<file path="config.mk">
export PLATFORM = sky130hd
export DESIGN_NAME = ais_nmea_sentence_encoder
export DESIGN_NICKNAME = d
export VERILOG_FILES = /design/src/sv/aisne_pkg.sv /design/src/sv/aisne_sdiv.sv /design/src/sv/aisne_ctrl.sv /design/src/sv/ais_nmea_sentence_encoder.sv
export SDC_FILE = /design/constraint.sdc
export NUM_CORES = 1
export LEC_CHECK = 0
export ABC_AREA = 1
export CAP_MARGIN = 25
export CELL_PAD_IN_SITES_DETAIL_PLACEMENT = 0
export CELL_PAD_IN_SITES_GLOBAL_PLACEMENT = 1
export CORE_ASPECT_RATIO = 0.7
export CORE_MARGIN = 5
export CORE_UTILIZATION = 44
export DETAILED_ROUTE_END_ITERATION = 12
export DONT_BUFFER_PORTS = 1
export GPL_ROUTABILITY_DRIVEN = 0
export MAX_ROUTING_LAYER = met4
export PLACE_DENSITY_LB_ADDON = 0.1
export SLEW_MARGIN = 20
export SYNTH_ARGS = -nofsm -noshare
export SYNTH_HDL_FRONTEND = slang
export SYNTH_HIERARCHICAL = 1
export SYNTH_SLANG_ARGS = --single-unit
</file>
<file path="constraint.sdc">
create_clock -name i_clk -period 4.01 [get_ports i_clk]
set_clock_uncertainty 0.2 [all_clocks]
set_input_delay 0.401 -clock i_clk [delete_from_list [all_inputs] [get_ports i_clk]]
set_output_delay 0.401 -clock i_clk [all_outputs]
set_load 0.005 [all_outputs]
</file>
<file path="src/sv/aisne_pkg.sv">
// ============================================================================
// aisne_pkg
// Shared types and constants of the AIVDM sentence encoder: character codes,
// sentence layout positions, sequencer states and inter-module structs.
// ============================================================================
package aisne_pkg;

    // Results per input byte before the rest waits for the next byte
    localparam int           RESULT_CAP = 20;
    localparam logic [4:0]   LAST_SLOT  = 5'(RESULT_CAP - 1);

    // ASCII codes used in the sentence text
    localparam logic [6:0]   CH_A       = 7'd65;
    localparam logic [6:0]   CH_I       = 7'd73;
    localparam logic [6:0]   CH_V       = 7'd86;
    localparam logic [6:0]   CH_D       = 7'd68;
    localparam logic [6:0]   CH_M       = 7'd77;
    localparam logic [6:0]   CH_COMMA   = 7'd44;
    localparam logic [6:0]   CH_STAR    = 7'd42;
    localparam logic [6:0]   CH_ZERO    = 7'd48;
    localparam logic [6:0]   CH_HEX_AF  = 7'd55;
    localparam logic [3:0]   HEX_TEN    = 4'd10;

    // Six-bit armoring
    localparam logic [5:0]   ARMOR_SPLIT = 6'd40;
    localparam logic [6:0]   ARMOR_LO    = 7'd48;
    localparam logic [6:0]   ARMOR_HI    = 7'd56;

    // Sentence payload limit clamp
    localparam logic [5:0]   LIMIT_MIN  = 6'd24;
    localparam logic [5:0]   LIMIT_MAX  = 6'd61;

    // Sequence id wraps after this value
    localparam logic [3:0]   SEQ_MAX    = 4'd9;

    // Header character positions with variable content
    localparam logic [3:0]   HP_TOTAL   = 4'd6;
    localparam logic [3:0]   HP_NUM     = 4'd8;
    localparam logic [3:0]   HP_SEQ     = 4'd10;
    localparam logic [3:0]   HP_TAG     = 4'd11;
    localparam logic [3:0]   HP_LAST    = 4'd12;

    // Trailer character positions
    localparam logic [3:0]   TP_FILL    = 4'd1;
    localparam logic [3:0]   TP_STAR    = 4'd2;
    localparam logic [3:0]   TP_HI      = 4'd3;
    localparam logic [3:0]   TP_LAST    = 4'd4;

    // Bits per input byte
    localparam logic [3:0]   BYTE_BITS  = 4'd8;

    // Divide by three: floor(x / 3) = (x * 683) >> 11 for x below 2048
    localparam int           DIV3_MUL   = 683;
    localparam int           DIV3_MW    = 10;
    localparam int           DIV3_SHIFT = 11;

    // Configuration register indexes
    localparam logic         CFG_MAX_TYPE = 1'b0;
    localparam logic         CFG_PAYLOAD  = 1'b1;

    // Character sequencer states
    typedef enum logic [2:0] {
        G_IDLE,
        G_CALC,
        G_HDR,
        G_BITS,
        G_GROUP,
        G_END,
        G_TRL
    } t_gen_state;

    // Sentence count unit states
    typedef enum logic [1:0] {
        SD_IDLE,
        SD_MUL,
        SD_LOOP
    } t_sdiv_state;

    // Sentence count unit result
    typedef struct packed {
        logic       done;
        logic [3:0] total;
        logic [2:0] fill;
    } t_sdiv_res;

    // One character handed to the output register
    typedef struct packed {
        logic       valid;
        logic       last;
        logic       sent;
        logic       msg;
        logic [6:0] ch;
    } t_push;

endpackage

</file>
<file path="src/sv/aisne_sdiv.sv">
// ============================================================================
// aisne_sdiv
// Sentence count unit: derives the six-bit group count and fill bits of a
// message from its byte count, then divides the group count by the payload
// limit with one shared compare/subtract step per cycle.
// ============================================================================
module aisne_sdiv
    import aisne_pkg::*;
#(
    parameter int MAX_BYTES = 128
) (
    input  logic       i_clk,
    input  logic       i_rst_n,
    input  logic       i_start,
    input  logic [7:0] i_len,
    input  logic [5:0] i_limit,
    output t_sdiv_res  o_res
);

    localparam int XW = $clog2(4 * MAX_BYTES + 3);
    localparam int GW = $clog2((8 * MAX_BYTES + 5) / 6 + 1);
    localparam int PW = XW + DIV3_MW;
    localparam int CW = (GW > 6) ? GW : 6;

    t_sdiv_state       r_st, n_st;
    logic [XW-1:0]     r_x, n_x;
    logic [GW-1:0]     r_rem, n_rem;
    logic [3:0]        r_cnt, n_cnt;
    logic [2:0]        r_fill, n_fill;

    logic [PW-1:0]     w_prod;
    logic [GW-1:0]     w_groups;
    logic [2:0]        w_fill;
    logic              w_fits;

    // Groups = ceil(8 * len / 6) = floor((4 * len + 2) / 3)
    assign w_prod   = PW'(r_x) * PW'(DIV3_MUL);
    assign w_groups = w_prod[DIV3_SHIFT +: GW];
    // Fill bits = 6 * groups - 8 * len, only the low three bits of 6 * groups
    assign w_fill   = 3'({w_groups[1:0], 2'b00} + {1'b0, w_groups[1:0], 1'b0});
    assign w_fits   = (CW'(r_rem) <= CW'(i_limit));

    // State register
    always_ff @(posedge i_clk) begin
        if (!i_rst_n) begin
            r_st <= SD_IDLE;
        end else begin
            r_st <= n_st;
        end
        r_x    <= n_x;
        r_rem  <= n_rem;
        r_cnt  <= n_cnt;
        r_fill <= n_fill;
    end

    // Next state: latch, multiply, then subtract the limit until it fits
    always_comb begin
        n_st   = r_st;
        n_x    = r_x;
        n_rem  = r_rem;
        n_cnt  = r_cnt;
        n_fill = r_fill;
        case (r_st)
            SD_IDLE: begin
                if (i_start) begin
                    n_x  = XW'({i_len, 2'b00} + 10'd2);
                    n_st = SD_MUL;
                end
            end
            SD_MUL: begin
                n_rem  = w_groups;
                n_fill = w_fill;
                n_cnt  = 4'd1;
                n_st   = SD_LOOP;
            end
            SD_LOOP: begin
                if (w_fits) begin
                    n_st = SD_IDLE;
                end else begin
                    n_rem = r_rem - GW'(i_limit);
                    n_cnt = r_cnt + 4'd1;
                end
            end
            default: begin
                n_st = SD_IDLE;
            end
        endcase
    end

    assign o_res.done  = (r_st == SD_LOOP) && w_fits;
    assign o_res.total = r_cnt;
    assign o_res.fill  = r_fill;

endmodule

</file>
<file path="src/sv/aisne_ctrl.sv">
// ============================================================================
// aisne_ctrl
// Character sequencer: takes message bytes, shifts their bits one per cycle
// into six-bit groups and walks header, payload and trailer characters of
// each sentence, one character per cycle while the output is free, through a
// one-character lookahead that marks the last character of each request.
// ============================================================================
module aisne_ctrl
    import aisne_pkg::*;
#(
    parameter int MAX_BYTES = 128
) (
    input  logic       i_clk,
    input  logic       i_rst_n,
    input  logic       i_in_valid,
    output logic       o_in_ready,
    input  logic [7:0] i_in_byte,
    input  logic [7:0] i_in_len,
    input  logic [5:0] i_max_type,
    input  logic [5:0] i_payload_chars,
    input  logic       i_out_free,
    output t_push      o_push
);

    // Request control
    logic        r_active, n_active;
    logic        r_have_byte, n_have_byte;
    logic [7:0]  r_in_byte, n_in_byte;
    logic [7:0]  r_in_len, n_in_len;
    logic [4:0]  r_cnt, n_cnt;

    // Lookahead character
    logic        r_pv, n_pv;
    logic [6:0]  r_pc, n_pc;
    logic        r_psent, n_psent;
    logic        r_pmsg, n_pmsg;

    // Sequencer
    t_gen_state  r_gs, n_gs;
    logic [7:0]  r_sh, n_sh;
    logic [3:0]  r_bitj, n_bitj;
    logic [5:0]  r_acc, n_acc;
    logic [2:0]  r_pend, n_pend;
    logic [7:0]  r_byte_index, n_byte_index;
    logic [7:0]  r_msg_len, n_msg_len;
    logic [5:0]  r_limit, n_limit;
    logic        r_drop, n_drop;
    logic [3:0]  r_total, n_total;
    logic [2:0]  r_fill, n_fill;
    logic [3:0]  r_snum, n_snum;
    logic [5:0]  r_chars, n_chars;
    logic [6:0]  r_chk, n_chk;
    logic [3:0]  r_seq, n_seq;
    logic [3:0]  r_k, n_k;
    logic [5:0]  r_grp, n_grp;
    logic        r_hdr_to_grp, n_hdr_to_grp;
    logic        r_pad, n_pad;
    logic        r_trl_last, n_trl_last;

    // Combinational helpers
    logic        w_accept;
    logic        w_can_emit;
    logic        w_gen_fin;
    logic        w_fire;
    logic [6:0]  w_char;
    logic        w_char_sent;
    logic        w_char_msg;
    logic [7:0]  w_len;
    logic [5:0]  w_lim;
    logic [5:0]  w_type;
    logic        w_drop_new;
    logic        w_sdiv_start;
    logic [5:0]  w_new_acc;
    logic [5:0]  w_pad_grp;
    logic        w_msg_done;
    logic [6:0]  w_hdr_char;
    logic [6:0]  w_grp_char;
    logic [6:0]  w_trl_char;
    t_sdiv_res   w_sdiv;

    function automatic logic [6:0] hex_char(input logic [3:0] n);
        return (n < HEX_TEN) ? (CH_ZERO + 7'(n)) : (CH_HEX_AF + 7'(n));
    endfunction

    function automatic logic [6:0] hdr_char(input logic [3:0] k, input logic [3:0] tot,
                                            input logic [3:0] num, input logic [3:0] seq);
        logic       multi;
        logic [6:0] c;
        multi = (tot > 4'd1);
        case (k)
            4'd0:     c = CH_A;
            4'd1:     c = CH_I;
            4'd2:     c = CH_V;
            4'd3:     c = CH_D;
            4'd4:     c = CH_M;
            HP_TOTAL: c = CH_ZERO + 7'(tot);
            HP_NUM:   c = CH_ZERO + 7'(num);
            HP_SEQ:   c = multi ? (CH_ZERO + 7'(seq)) : CH_COMMA;
            HP_TAG:   c = multi ? CH_COMMA : CH_A;
            default:  c = CH_COMMA;
        endcase
        return c;
    endfunction

    // The count unit latches the clamped length of the byte being taken
    aisne_sdiv #(
        .MAX_BYTES (MAX_BYTES)
    ) u_sdiv (
        .i_clk   (i_clk),
        .i_rst_n (i_rst_n),
        .i_start (w_sdiv_start),
        .i_len   (w_len),
        .i_limit (r_limit),
        .o_res   (w_sdiv)
    );

    assign o_in_ready = !r_active;
    assign w_accept   = i_in_valid && !r_active;
    assign w_can_emit = r_active && (!r_pv || i_out_free);
    assign w_gen_fin  = (r_gs == G_IDLE) && !r_have_byte;

    // Message length and limit clamps, type of the first byte
    assign w_len = (r_in_len == 8'd0) ? 8'd1 :
                   ((r_in_len > 8'(MAX_BYTES)) ? 8'(MAX_BYTES) : r_in_len);
    assign w_lim = (i_payload_chars < LIMIT_MIN) ? LIMIT_MIN :
                   ((i_payload_chars > LIMIT_MAX) ? LIMIT_MAX : i_payload_chars);
    assign w_type = {r_in_byte[0], r_in_byte[1], r_in_byte[2],
                     r_in_byte[3], r_in_byte[4], r_in_byte[5]};
    assign w_drop_new = (w_type == 6'd0) || (w_type > i_max_type);

    assign w_new_acc  = {r_acc[4:0], r_sh[0]};
    assign w_pad_grp  = 6'(r_acc << (3'd6 - r_pend));
    assign w_msg_done = ({1'b0, r_byte_index} + 9'd1) >= {1'b0, r_msg_len};

    // Character sources
    assign w_hdr_char = hdr_char(r_k, r_total, r_snum, r_seq);
    assign w_grp_char = (r_grp < ARMOR_SPLIT) ? (7'(r_grp) + ARMOR_LO)
                                              : (7'(r_grp) + ARMOR_HI);
    always_comb begin
        case (r_k)
            TP_FILL: w_trl_char = CH_ZERO + (r_trl_last ? 7'(r_fill) : 7'd0);
            TP_STAR: w_trl_char = CH_STAR;
            TP_HI:   w_trl_char = hex_char({1'b0, r_chk[6:4]});
            TP_LAST: w_trl_char = hex_char(r_chk[3:0]);
            default: w_trl_char = CH_COMMA;
        endcase
    end

    // Registers
    always_ff @(posedge i_clk) begin
        if (!i_rst_n) begin
            r_active     <= 1'b0;
            r_have_byte  <= 1'b0;
            r_pv         <= 1'b0;
            r_gs         <= G_IDLE;
            r_byte_index <= '0;
            r_drop       <= 1'b0;
            r_seq        <= '0;
            r_acc        <= '0;
            r_pend       <= '0;
            r_chars      <= '0;
            r_cnt        <= '0;
        end else begin
            r_active     <= n_active;
            r_have_byte  <= n_have_byte;
            r_pv         <= n_pv;
            r_gs         <= n_gs;
            r_byte_index <= n_byte_index;
            r_drop       <= n_drop;
            r_seq        <= n_seq;
            r_acc        <= n_acc;
            r_pend       <= n_pend;
            r_chars      <= n_chars;
            r_cnt        <= n_cnt;
        end
        r_in_byte    <= n_in_byte;
        r_in_len     <= n_in_len;
        r_pc         <= n_pc;
        r_psent      <= n_psent;
        r_pmsg       <= n_pmsg;
        r_sh         <= n_sh;
        r_bitj       <= n_bitj;
        r_msg_len    <= n_msg_len;
        r_limit      <= n_limit;
        r_total      <= n_total;
        r_fill       <= n_fill;
        r_snum       <= n_snum;
        r_chk        <= n_chk;
        r_k          <= n_k;
        r_grp        <= n_grp;
        r_hdr_to_grp <= n_hdr_to_grp;
        r_pad        <= n_pad;
        r_trl_last   <= n_trl_last;
    end

    // Next state of the sequencer and the lookahead
    always_comb begin
        n_active     = r_active;
        n_have_byte  = r_have_byte;
        n_in_byte    = r_in_byte;
        n_in_len     = r_in_len;
        n_cnt        = r_cnt;
        n_pv         = r_pv;
        n_pc         = r_pc;
        n_psent      = r_psent;
        n_pmsg       = r_pmsg;
        n_gs         = r_gs;
        n_sh         = r_sh;
        n_bitj       = r_bitj;
        n_acc        = r_acc;
        n_pend       = r_pend;
        n_byte_index = r_byte_index;
        n_msg_len    = r_msg_len;
        n_limit      = r_limit;
        n_drop       = r_drop;
        n_total      = r_total;
        n_fill       = r_fill;
        n_snum       = r_snum;
        n_chars      = r_chars;
        n_chk        = r_chk;
        n_seq        = r_seq;
        n_k          = r_k;
        n_grp        = r_grp;
        n_hdr_to_grp = r_hdr_to_grp;
        n_pad        = r_pad;
        n_trl_last   = r_trl_last;
        w_fire       = 1'b0;
        w_char       = '0;
        w_char_sent  = 1'b0;
        w_char_msg   = 1'b0;
        w_sdiv_start = 1'b0;
        o_push       = '0;

        case (r_gs)
            // Take the buffered byte; the first byte of a message latches its setup
            G_IDLE: begin
                if (r_active && r_have_byte) begin
                    n_have_byte = 1'b0;
                    n_sh        = r_in_byte;
                    n_bitj      = '0;
                    if (r_byte_index == 8'd0) begin
                        n_msg_len = w_len;
                        n_limit   = w_lim;
                        n_drop    = w_drop_new;
                        if (w_drop_new) begin
                            n_gs = G_END;
                        end else begin
                            w_sdiv_start = 1'b1;
                            n_gs         = G_CALC;
                        end
                    end else begin
                        n_gs = r_drop ? G_END : G_BITS;
                    end
                end
            end
            // Wait for the sentence count, then open the first sentence
            G_CALC: begin
                if (w_sdiv.done) begin
                    n_total      = w_sdiv.total;
                    n_fill       = w_sdiv.fill;
                    n_snum       = 4'd1;
                    n_chars      = '0;
                    n_acc        = '0;
                    n_pend       = '0;
                    n_k          = '0;
                    n_hdr_to_grp = 1'b0;
                    n_gs         = G_HDR;
                end
            end
            G_HDR: begin
                if (w_can_emit) begin
                    w_fire = 1'b1;
                    w_char = w_hdr_char;
                    n_chk  = (r_k == 4'd0) ? w_hdr_char : (r_chk ^ w_hdr_char);
                    if (r_k == HP_LAST) begin
                        n_k  = '0;
                        n_gs = r_hdr_to_grp ? G_GROUP : G_BITS;
                    end else begin
                        n_k = r_k + 4'd1;
                    end
                end
            end
            // Shift one bit in; a full group goes out as a character
            G_BITS: begin
                if (r_active) begin
                    n_sh   = {1'b0, r_sh[7:1]};
                    n_bitj = r_bitj + 4'd1;
                    if (r_pend == 3'd5) begin
                        n_grp  = w_new_acc;
                        n_acc  = '0;
                        n_pend = '0;
                        n_pad  = 1'b0;
                        n_gs   = G_GROUP;
                    end else begin
                        n_acc  = w_new_acc;
                        n_pend = r_pend + 3'd1;
                        if (r_bitj == BYTE_BITS - 4'd1) begin
                            n_gs = G_END;
                        end
                    end
                end
            end
            // Close the sentence first when it is full
            G_GROUP: begin
                if (r_chars >= r_limit) begin
                    if (r_active) begin
                        n_k        = '0;
                        n_trl_last = 1'b0;
                        n_gs       = G_TRL;
                    end
                end else if (w_can_emit) begin
                    w_fire  = 1'b1;
                    w_char  = w_grp_char;
                    n_chk   = r_chk ^ w_grp_char;
                    n_chars = r_chars + 6'd1;
                    if (r_pad) begin
                        n_k        = '0;
                        n_trl_last = 1'b1;
                        n_gs       = G_TRL;
                    end else if (r_bitj == BYTE_BITS) begin
                        n_gs = G_END;
                    end else begin
                        n_gs = G_BITS;
                    end
                end
            end
            // End of byte: pad and close on the last byte of a message
            G_END: begin
                if (r_active) begin
                    if (w_msg_done) begin
                        if (r_drop) begin
                            n_byte_index = '0;
                            n_drop       = 1'b0;
                            n_acc        = '0;
                            n_pend       = '0;
                            n_chars      = '0;
                            n_gs         = G_IDLE;
                        end else if (r_pend != 3'd0) begin
                            n_grp  = w_pad_grp;
                            n_pad  = 1'b1;
                            n_gs   = G_GROUP;
                        end else begin
                            n_k        = '0;
                            n_trl_last = 1'b1;
                            n_gs       = G_TRL;
                        end
                    end else begin
                        n_byte_index = r_byte_index + 8'd1;
                        n_gs         = G_IDLE;
                    end
                end
            end
            G_TRL: begin
                if (w_can_emit) begin
                    w_fire = 1'b1;
                    w_char = w_trl_char;
                    if (r_k < TP_STAR) begin
                        n_chk = r_chk ^ w_trl_char;
                    end
                    if (r_k == TP_LAST) begin
                        w_char_sent = 1'b1;
                        w_char_msg  = r_trl_last;
                        n_k         = '0;
                        n_chars     = '0;
                        if (r_trl_last) begin
                            n_seq        = (r_seq >= SEQ_MAX) ? 4'd0 : (r_seq + 4'd1);
                            n_byte_index = '0;
                            n_drop       = 1'b0;
                            n_acc        = '0;
                            n_pend       = '0;
                            n_gs         = G_IDLE;
                        end else begin
                            n_snum       = r_snum + 4'd1;
                            n_hdr_to_grp = 1'b1;
                            n_gs         = G_HDR;
                        end
                    end else begin
                        n_k = r_k + 4'd1;
                    end
                end
            end
            default: begin
                n_gs = G_IDLE;
            end
        endcase

        // Advance the lookahead; the character after the cap waits for the next request
        if (w_fire) begin
            if (r_pv) begin
                o_push.valid = 1'b1;
                o_push.last  = (r_cnt == LAST_SLOT);
                o_push.sent  = r_psent;
                o_push.msg   = r_pmsg;
                o_push.ch    = r_pc;
                n_cnt        = r_cnt + 5'd1;
                if (r_cnt == LAST_SLOT) begin
                    n_active = 1'b0;
                end
            end
            n_pv    = 1'b1;
            n_pc    = w_char;
            n_psent = w_char_sent;
            n_pmsg  = w_char_msg;
        end else if (r_active && w_gen_fin) begin
            if (r_pv) begin
                if (i_out_free) begin
                    o_push.valid = 1'b1;
                    o_push.last  = 1'b1;
                    o_push.sent  = r_psent;
                    o_push.msg   = r_pmsg;
                    o_push.ch    = r_pc;
                    n_cnt        = r_cnt + 5'd1;
                    n_pv         = 1'b0;
                    n_active     = 1'b0;
                end
            end else begin
                n_active = 1'b0;
            end
        end

        // Accept a new byte
        if (w_accept) begin
            n_active    = 1'b1;
            n_have_byte = 1'b1;
            n_in_byte   = i_in_byte;
            n_in_len    = i_in_len;
            n_cnt       = '0;
        end
    end

    // Never push into a busy output register
    assert property (@(posedge i_clk) disable iff (!i_rst_n)
        o_push.valid |-> i_out_free)
        else $error("character pushed while output register busy");

    // Never more than the cap of characters per request
    assert property (@(posedge i_clk) disable iff (!i_rst_n)
        o_push.valid |-> (r_cnt <= LAST_SLOT))
        else $error("too many characters for one request");

    // The last character of a request ends the request
    assert property (@(posedge i_clk) disable iff (!i_rst_n)
        (o_push.valid && o_push.last) |=> !r_active)
        else $error("request still active after its last character");

    // A buffered byte belongs to an active request
    assert property (@(posedge i_clk) disable iff (!i_rst_n)
        r_have_byte |-> r_active)
        else $error("byte buffered outside a request");

endmodule

</file>
<file path="src/sv/ais_nmea_sentence_encoder.sv">
// ============================================================================
// ais_nmea_sentence_encoder
// AIVDM sentence encoder top level: configuration registers, sequencer and
// the registered output stage of the character stream.
// ============================================================================
// Takes an AIS message one byte per request (with its byte count on every
// byte) and returns the ASCII text of the AIVDM sentences carrying it, one
// character per output transfer; messages whose type is not in
// 1..max_type produce nothing. Each request ends with tlast on its final
// character, and returns at most 20 characters; the tail of a longer burst
// is returned at the head of the next request. One request is worked at a
// time: s_axis_tready is low from acceptance until its last character is in
// the output register. The sequencer shifts the byte one bit per cycle and
// emits one character per cycle while the output is not stalled; on the
// first byte of a message it first derives the sentence count (one
// multiply, then one compare and subtract of the payload limit per sentence
// of the message).
module ais_nmea_sentence_encoder
    import aisne_pkg::*;
#(
    parameter int MAX_BYTES = 128
) (
    input  logic        i_clk,
    input  logic        i_rst_n,
    // Input bytes
    input  logic        s_axis_tvalid,
    output logic        s_axis_tready,
    input  logic [15:0] s_axis_tdata,   // [7:0] data_byte, [15:8] message_bytes
    // Sentence characters
    output logic        m_axis_tvalid,
    input  logic        m_axis_tready,
    output logic [7:0]  m_axis_tdata,   // [6:0] out_char, [7] zero
    output logic [1:0]  m_axis_tuser,   // [0] sentence_end, [1] message_end
    output logic        m_axis_tlast,   // run_last
    // Configuration writes
    input  logic        i_cfg_we,
    input  logic        i_cfg_addr,
    input  logic [5:0]  i_cfg_wdata
);

    logic [5:0] r_max_type, n_max_type;
    logic [5:0] r_payload, n_payload;
    logic       r_m_valid, n_m_valid;
    logic [6:0] r_m_char, n_m_char;
    logic       r_m_sent, n_m_sent;
    logic       r_m_msg, n_m_msg;
    logic       r_m_last, n_m_last;

    logic       w_out_free;
    t_push      w_push;

    aisne_ctrl #(
        .MAX_BYTES (MAX_BYTES)
    ) u_ctrl (
        .i_clk           (i_clk),
        .i_rst_n         (i_rst_n),
        .i_in_valid      (s_axis_tvalid),
        .o_in_ready      (s_axis_tready),
        .i_in_byte       (s_axis_tdata[7:0]),
        .i_in_len        (s_axis_tdata[15:8]),
        .i_max_type      (r_max_type),
        .i_payload_chars (r_payload),
        .i_out_free      (w_out_free),
        .o_push          (w_push)
    );

    assign w_out_free = !r_m_valid || m_axis_tready;

    // Registers
    always_ff @(posedge i_clk) begin
        if (!i_rst_n) begin
            r_max_type <= 6'd4;
            r_payload  <= 6'd61;
            r_m_valid  <= 1'b0;
        end else begin
            r_max_type <= n_max_type;
            r_payload  <= n_payload;
            r_m_valid  <= n_m_valid;
        end
        r_m_char <= n_m_char;
        r_m_sent <= n_m_sent;
        r_m_msg  <= n_m_msg;
        r_m_last <= n_m_last;
    end

    // Write configuration and load or drain the output register
    always_comb begin
        n_max_type = r_max_type;
        n_payload  = r_payload;
        n_m_valid  = r_m_valid;
        n_m_char   = r_m_char;
        n_m_sent   = r_m_sent;
        n_m_msg    = r_m_msg;
        n_m_last   = r_m_last;
        if (i_cfg_we) begin
            case (i_cfg_addr)
                CFG_MAX_TYPE: n_max_type = i_cfg_wdata;
                CFG_PAYLOAD:  n_payload  = i_cfg_wdata;
                default: ;
            endcase
        end
        if (w_push.valid) begin
            n_m_valid = 1'b1;
            n_m_char  = w_push.ch;
            n_m_sent  = w_push.sent;
            n_m_msg   = w_push.msg;
            n_m_last  = w_push.last;
        end else if (m_axis_tready) begin
            n_m_valid = 1'b0;
        end
    end

    assign m_axis_tvalid = r_m_valid;
    assign m_axis_tdata  = {1'b0, r_m_char};
    assign m_axis_tuser  = {r_m_msg, r_m_sent};
    assign m_axis_tlast  = r_m_last;

endmodule
</file>
; Word-level counts from Yosys, hierarchy flattened
; Cells that the tools add are included.
[totals]
out_inout_bits = 13
in_bits = 28
n_memories = 0
latchBits = 0
register_bits = 171
word_cells = 384
romBits = 0
ramBits = 0
[classes]
addsub = 24
eq_ne = 52
div_mod_pow = 0
mux = 182
n_shift = 1
reduce_logical = 64
bitwise_logic = 5
magnitude_cmp = 13
mul = 1
[op_table]
columns = cell, count
row1 = 2-to-1 mux 6 bit, 20
row2 = 2-to-1 mux 7 bit, 15
row3 = 2-to-1 mux 3 bit, 31
row4 = 2-to-1 mux 8 bit, 11
row5 = 2-to-1 mux 4 bit, 21
row6 = one-hot mux 7 bit (9 select lines), 1
row7 = 2-to-1 mux 11 bit, 5
row8 = 2-to-1 mux 1 bit, 48
row9 = one-hot mux 6 bit (4 select lines), 2
row10 = one-hot mux 8 bit (2 select lines), 3
row11 = one-hot mux 7 bit (3 select lines), 2
row12 = adder 6 x 4 -> 7 bit (first input constant), 5
row13 = one-hot mux 7 bit (4 select lines), 1
row14 = != test 2 x 1 -> 1 bit (second input constant), 13
row15 = 2-to-1 mux 5 bit, 5
row16 = one-hot mux 4 bit (2 select lines), 3
row17 = AND reduction 11 bit, 2
row18 = nonzero test 2 bit, 11
row19 = one-hot mux 3 bit (7 select lines), 1
row20 = XOR 7 bit, 3
row21 = adder 4 x 1 -> 4 bit (second input constant), 5
row22 = == test 4 bit (second input constant), 5
row23 = != test 2 bit (second input constant), 10
row24 = one-hot mux 4 bit (5 select lines), 1
row25 = 66 further kinds, 118

; Depth between registers and ports, before layout
; Gate-level depths: netlist (run 1).
[depth]
depth_word = 9
mapped_depth = 19
mapped_depth_nobuf = 19

; Modules after synthesis
; Netlist (run 1), hierarchy kept.
[by_module_without_submodules]
columns = mod, cells_each, seq_area_each_um2, n_inst, area_per_inst_um2
row1 = aisne_ctrl, 939, 3243.1, 1, 7403.4
row2 = aisne_sdiv, 429, 700.7, 1, 3188.1
row3 = ais_nmea_sentence_encoder, 84, 560.5, 1, 844.6

; Least setup slack after synthesis (run 1)
; Ideal clock, no wire load.
[synth_path]
kind = register to register
start = reg u_ctrl.u_sdiv.r_x[2]
end = reg u_ctrl.u_sdiv.r_rem[1], data pin
period_less_slack_ns = 4.156
arrival_time_ns = 3.701
required_ns = 3.555
path_slack_ns = -0.146
setup_ns = 0.255
path_buffers = 0
path_stages_with_launch = 19
cell_sequence = edfxtp_1 -> ha_1 -> inv_1 -> fa_1 -> fa_1 -> fa_1 -> inv_1 -> ha_1 -> ha_1 -> nand2_2 -> inv_1 -> nand2_1 -> nand2_2 -> inv_2 -> nand3_2 -> nand2_1 -> nand2_1 -> nand2_1 -> o21ai_2
[synth_via]
elab_chain_len = 2
[synth_rtl]
columns = item, line
row1 = "start, declared", aisne_sdiv.sv:26  ; logic [XW-1:0] r_x, n_x;
row2 = "start signal, assigned", aisne_sdiv.sv:50  ; r_x <= n_x;
row3 = multiplier 10 x 10 -> 19 bit, aisne_sdiv.sv:37  ; assign w_prod = PW'(r_x) * PW'(DIV3_MUL);
row4 = one-hot mux 8 bit (2 select lines), aisne_sdiv.sv:63  ; case (r_st)
row5 = via u_ctrl.u_sdiv.n_rem[1], aisne_sdiv.sv:27  ; logic [GW-1:0] r_rem, n_rem;
row6 = "end signal, assigned", aisne_sdiv.sv:51  ; r_rem <= n_rem;
row7 = "end, declared", aisne_sdiv.sv:27
; The timed path passes the listed nets, and every way through them passes these cells.
; A chain may end at the register's enable or synchronous reset.

; Worst setup path after layout (run 1)
[layout_path]
start = reg u_ctrl.u_sdiv.r_x[5]
end = reg u_ctrl.u_sdiv.r_rem[1], data pin
; Same word-level chain as after synthesis.

==> results of run 1 <==
==> kinds of logic after synthesis <==
kind of cell / count (synthesis) / share of synthesized area, %
compound gates: 158 / 7.615
fa+ha+maj: 120 / 14.31
xor+xnor: 23 / 1.761
other cells: 2 / 0.06567
flops: 168 / 39.39
simple gates: 681 / 26.36
buf+inv: 300 / 10.50
==> final cells by class <==
type	count	area, µm²
Clock buffer	24	494.2
Clock inverter	8	86.33
Fill cell	2503	12260
Inverter	278	1057
Multi-Input combinational cell	984	6163
Sequential cell	168	4504
Tap cell	331	414.1
Timing Repair Buffer	72	648.1
==> final timing paths <==
path	start	cells past startpoint	to	slack, ns
hold / removal	i_cfg_wdata[4]	4	r_max_type[4]	0.01
setup / recovery	u_ctrl/u_sdiv/r_x[5]	19	u_ctrl/u_sdiv/r_rem[1]	0.006
setup reg to reg	u_ctrl/u_sdiv/r_x[5]	19	u_ctrl/u_sdiv/r_rem[1]	0.006
hold reg to reg	u_ctrl/u_sdiv/r_fill[2]	0	u_ctrl/r_fill[2]	0.23
==> per-stage QoR <==
stage / worst slack, ns / utilization (%) / cells
floorplan: 0.009679 / - / 1452
global placement: -0.1190 / 46.87 / 1794
global route: -0.1677 / 52.16 / 1865
CTS: -0.001728 / 51.18 / 1859
finish: 0.005958 / 52.16 / 1865
detailed placement: -0.1735 / 46.87 / 1794
==> registers in the layout, summed over array words and instances, names as in the netlist, 5 cells and up <==
name / flops
u_ctrl/r_byte_index: 8
u_ctrl/r_msg_len: 8
u_ctrl/r_chk: 7
u_ctrl/r_in_byte: 8
u_ctrl/r_grp: 6
u_ctrl/r_cnt: 5
u_ctrl/r_chars: 6
u_ctrl/r_in_len: 8
r_max_type: 6
r_payload: 6
r_m_char: 7
u_ctrl/r_sh: 8
u_ctrl/u_sdiv/r_rem: 8
u_ctrl/r_limit: 6
u_ctrl/r_acc: 6
u_ctrl/u_sdiv/r_x: 8
u_ctrl/r_pc: 7
==> critical path, cell delays in order (launching register included) <==
cell and delay [ns]:
edfxtp_1 0.45, buf_6 0.16, ha_4 0.16, ha_4 0.24, fa_1 0.51, fa_1 0.54, inv_2 0.04, fa_1 0.49
inv_2 0.05, ha_4 0.23, nand2_2 0.06, nand2_2 0.06, nand2_2 0.08, nand2_4 0.07, inv_2 0.07, nand3_2 0.08
nand2_1 0.06, nand2_1 0.07, nand2_1 0.08, o21ai_2 0.05
==> where the power goes <==
group | internal (mW) | switching (mW) | total (mW)
sequential | 2.08 | 0.155 | 2.24
clock | 0.937 | 0.710 | 1.65
combinational | 0.837 | 1.49 | 2.32
==> metal layers <==
metal / routed length (µm) / track usage, %
met5: 0 / -
met3: 1225 / 3.186
met1: 15830 / 32.21
met2: 10910 / 28.03
met4: 250 / 3.891
==> placed cells by master (no fill, tap or decap), types with 4 or more instances in the layout <==
| cell | n |
|---|---|
| inv_1 | 252 |
| o22ai_1 | 7 |
| nor2_4 | 6 |
| nor3_2 | 5 |
| xor2_1 | 16 |
| ha_4 | 21 |
| nand3_1 | 101 |
| dlygate4sd3_1 | 32 |
| nand2_4 | 10 |
| edfxtp_1 | 114 |
| buf_6 | 4 |
| o21ai_0 | 44 |
| a31oi_1 | 7 |
| clkbuf_1 | 5 |
| nand4_1 | 12 |
| clkbuf_16 | 19 |
| nor2_1 | 129 |
| fa_1 | 17 |
| nand2_1 | 340 |
| nor4_1 | 4 |
| nor3_1 | 6 |
| ha_1 | 79 |
| nand2_2 | 27 |
| nor2_2 | 10 |
| inv_2 | 19 |
| a21oi_1 | 75 |
| or2_2 | 7 |
| dfxtp_1 | 54 |
| nand3b_1 | 6 |
| inv_4 | 6 |
| xnor2_1 | 7 |
| nand3_2 | 10 |
| buf_4 | 35 |
==> repair_timing <==
item,4_1_cts,5_1_grt
gates resized for setup,25,51
pin swaps,19,32
hold endpoints to repair,45,0
setup buffers,0,6
endpoints found under the setup margin,10,10
hold buffers,33,0
==> impl_metrics.json, run 1 <==
{
  "status": "finished clean",
  "start_util_pct": 44.62,
  "clk_latency_ns": 0.43,
  "tightest_slew_ns": 0.8058,
  "antenna_left": 0,
  "hold_viol_final": 0,
  "power_density_mw_per_mm2": 464.5,
  "core-area_mm2": 0.02563,
  "clock_sinks": 168,
  "grt_pass1_vias": 8964,
  "hold_class": "input pin to flip-flop",
  "firstDrtPassIters": 7,
  "synth.area.top_cells": "edfxtp_1 (30%), nand2_1 (12%), ha_1 (11%)",
  "die_area_mm2": 0.02937,
  "finalMaxSlewViolations": 0,
  "arrival_ns": 3.98,
  "max_freq_ghz": 0.2497,
  "htree_levels": 4,
  "setup_tns_ns": 0,
  "drtIter0Drc": 607,
  "grt.overflow.total": 0,
  "fin_crit_ns": 4.004,
  "areaGrowthSynthToFinish_pct": 16.89,
  "rows": 49,
  "hpwl_mm": 21.38,
  "endpoint_kind": "flip-flop",
  "synthTopCellsByCount": "nand2_1 (360), inv_1 (262), nor2_1 (131)",
  "drc": 0,
  "cp_max_fo": 3,
  "chipWidth_um": 202.7,
  "wl_per_cell_um": 15.13,
  "synth_edf_count": 114,
  "netlist_instances": 1452,
  "yosys.area.top_type_share_pct": 29.93,
  "cts_made_buffers": 17,
  "postSynthAreaPerCell_um2": 7.876,
  "antenna_found_initial": 0,
  "cts_buffer_depth": 2,
  "finalCritPeriodShare_pct": 99.85,
  "final_area_mm2": 0.01337,
  "synth.most_common_cell": "nand2_1",
  "via_count": 9260,
  "port_buffers": 0,
  "num_io_pins": 41,
  "cellLeakagePower_nw": 6.274,
  "ys_ff_latch": 168,
  "critical_path_required_ns": 3.99,
  "syn-cell-area_mm2": 0.01144,
  "clock-root-buffer": "clkbuf_16",
  "ys_types": 53,
  "relSlewSlack_pct": 46.22,
  "route.detailed.vias_per_inst": 4.965,
  "yosysWarnings": 6,
  "cap_violations": 0,
  "antennaDiodeCount": 0,
  "drive_gt1_share_pct": 13.30,
  "clk_pin_slew_ns": 0.07,
  "rsz0062_at_grt": "true",
  "grt_max_degree": 27,
  "die_y_um": 144.9,
  "total_power_mw": 6.210,
  "ys.flop_type": "edfxtp_1",
  "grt_usage_pct": 20.57,
  "post_dp_cell_area_mm2": 0.01201,
  "async_flop_share_pct": 0,
  "setup_viol": 0,
  "start_kind": "flip-flop",
  "synth_top_cell_by_area": "edfxtp_1",
  "synth_nets": 1600,
  "worst_hold_slack_ns": 0.01233,
  "crit_type": "flip-flop to flip-flop",
  "grt_first_pass_wirelength_mm": 46.75,
  "tritoncts": "done",
  "final_nets": 1669,
  "synth-seq-area-share_pct": 39.39,
  "max-vdd-ir-drop_mv": 0.3170,
  "wirelength_mm": 28.21
}
(Power assumes the default switching activity.)
==> inputs of run 2 (changes only) <==
--- a/config.mk
+++ b/config.mk
@@ -6,7 +6,6 @@
 export NUM_CORES = 1
 export LEC_CHECK = 0
 export ABC_AREA = 1
-export CAP_MARGIN = 25
 export CELL_PAD_IN_SITES_DETAIL_PLACEMENT = 0
 export CELL_PAD_IN_SITES_GLOBAL_PLACEMENT = 1
 export CORE_ASPECT_RATIO = 0.7
@@ -17,6 +16,7 @@
 export GPL_ROUTABILITY_DRIVEN = 0
 export MAX_ROUTING_LAYER = met4
 export PLACE_DENSITY_LB_ADDON = 0.1
+export RECOVER_POWER = 25
 export SLEW_MARGIN = 20
 export SYNTH_ARGS = -nofsm -noshare
 export SYNTH_HDL_FRONTEND = slang
==> run 2 against run 1 <==
- sequential share of layout area increased by 0.079 points
- first-iteration DRC count down 1.6%
- combinational power about the same
- largest power group unchanged
==> impl_metrics.json, run 2 (synthesized netlist as in run 1, its figures left out) <==
{
  "status": "finished clean",
  "areaGrowthSynthToFinish_pct": 16.62,
  "antennaDiodeCount": 0,
  "critical_path_required_ns": 3.99,
  "setup_viol": 0,
  "drive_gt1_share_pct": 12.71,
  "crit_type": "flip-flop to flip-flop",
  "antenna_left": 0,
  "tightest_slew_ns": 0.8030,
  "clock-root-buffer": "clkbuf_16",
  "cp.depth": 19,
  "grt_max_degree": 27,
  "grt_usage_pct": 20.57,
  "path_cells": "buf_6 > ha_4 > ha_4 > fa_1 > fa_1 > inv_2 > fa_1 > inv_2 > ha_4 > nand2_2 > nand2_2 > nand2_2 > nand2_4 > inv_2 > nand3_2 > nand2_1 > nand2_1 > nand2_1 > o21ai_2",
  "cts_made_buffers": 17,
  "critical-path-slowest-cell": "fa_1",
  "final_common_cell": "nand2_1",
  "path_buf_inv": 4,
  "firstDrtPassIters": 7,
  "grt_first_pass_wirelength_mm": 46.75,
  "port_buffers": 0,
  "grt.overflow.total": 0,
  "clock_sinks": 168,
  "htree_levels": 4,
  "cp_max_fo": 3,
  "clk_latency_ns": 0.43,
  "tritoncts": "done",
  "final_nets": 1669,
  "mostFrequentLayoutCells": "nand2_1 (343), inv_1 (254), nor2_1 (131)",
  "hpwl_mm": 21.38,
  "post_dp_cell_area_mm2": 0.01201,
  "wl_per_cell_um": 15.15,
  "finalCritPeriodShare_pct": 99.83,
  "die_area_mm2": 0.02937,
  "drc": 0,
  "rsz0062_at_grt": "true",
  "rows": 49,
  "holdPathStages": 4,
  "num_io_pins": 41,
  "grt_pass1_vias": 8964,
  "power_density_mw_per_mm2": 464.6,
  "route.detailed.vias_per_inst": 4.956,
  "die_y_um": 144.9,
  "max-vdd-ir-drop_mv": 0.3165,
  "cts_buffer_depth": 2,
  "cap_violations": 0,
  "max_freq_ghz": 0.2498,
  "clk_pin_slew_ns": 0.07,
  "start_util_pct": 44.62,
  "start_kind": "flip-flop",
  "cpLargestDelayFamily": "adder cells",
  "finalMaxSlewViolations": 0,
  "hold_class": "input pin to flip-flop",
  "drtIter0Drc": 597,
  "cellLeakagePower_nw": 6.256,
  "chipWidth_um": 202.7,
  "relSlewSlack_pct": 46.40,
  "via_count": 9243,
  "arrival_ns": 3.99,
  "final_area_mm2": 0.01334,
  "antenna_found_initial": 0,
  "dp_slack_ns": -0.1735,
  "wirelength_mm": 28.25,
  "endpoint_kind": "flip-flop",
  "fin_crit_ns": 4.003,
  "cp_slowest_stage_delay_ns": 0.54,
  "r2r_cells": 19,
  "hold_viol_final": 0,
  "core-area_mm2": 0.02563,
  "worst_slack_ns": 0.006670
}
-- run 2: metrics by stage --
stage	hold WS [ns]	TNS [ns]	cells	power, mW	util, %
final	0.009600	0	1865	6.196	52.04
after global routing	0.03196	-1.242	1865	6.667	52.04
after CTS	0.0005391	-0.001728	1859	6.135	51.18
after detailed placement	0.2231	-1.256	1794	4.354	46.87
after global placement	0.2261	-0.6933	1794	4.338	46.87
after floorplan	0.2003	0	1452	3.810	-
-- run 2: final cells by class --
type	count	area, µm²
Clock buffer	24	494.2
Clock inverter	8	86.33
Fill cell	2512	12290
Inverter	278	1056
Multi-Input combinational cell	984	6141
Sequential cell	168	4504
Tap cell	331	414.1
Timing Repair Buffer	72	640.6
-- run 2: final timing paths --
check / to / startpoint / slack [ns]
worst max-delay path: u_ctrl/u_sdiv/r_rem[1] / u_ctrl/u_sdiv/r_x[5] / 0.007
worst min register to register: u_ctrl/r_fill[2] / u_ctrl/u_sdiv/r_fill[2] / 0.23
worst max register to register: u_ctrl/u_sdiv/r_rem[1] / u_ctrl/u_sdiv/r_x[5] / 0.007
worst min-delay path: r_max_type[4] / i_cfg_wdata[4] / 0.01
-- run 2: per-layer routing --
metal	vias up	wire length, µm	GRT usage [%]
met1	4265	15850	32.21
met3	17	1208	3.186
met4	0	250	3.891
li1	4798	-	-
met5	-	0	-
met2	163	10940	28.03
-- run 2: report_power, final --
| group | internal, mW | total, mW | switching (mW) |
|---|---|---|---|
| Sequential | 2.08 | 2.24 | 0.154 |
| Combinational | 0.831 | 2.31 | 1.48 |
| Clock | 0.937 | 1.65 | 0.710 |
| Total | 3.85 | 6.20 | 2.35 |
-- run 2: tightest hold or removal path, delay by kind of cell --
| kind | cells | cell delay [ns] |
|---|---|---|
| AND/OR/NAND/NOR | 3 | 0.18 |
| buffers and inverters | 1 | 0.02 |
-- run 2: what timing repair did --
action,in CTS,in global routing
cloned,0,0
setup endpoints to repair,10,10
buffers inserted,0,6
hold buffers,33,0
pin swaps,19,32
gates resized for setup,25,51
endpoints found under the hold margin,45,0
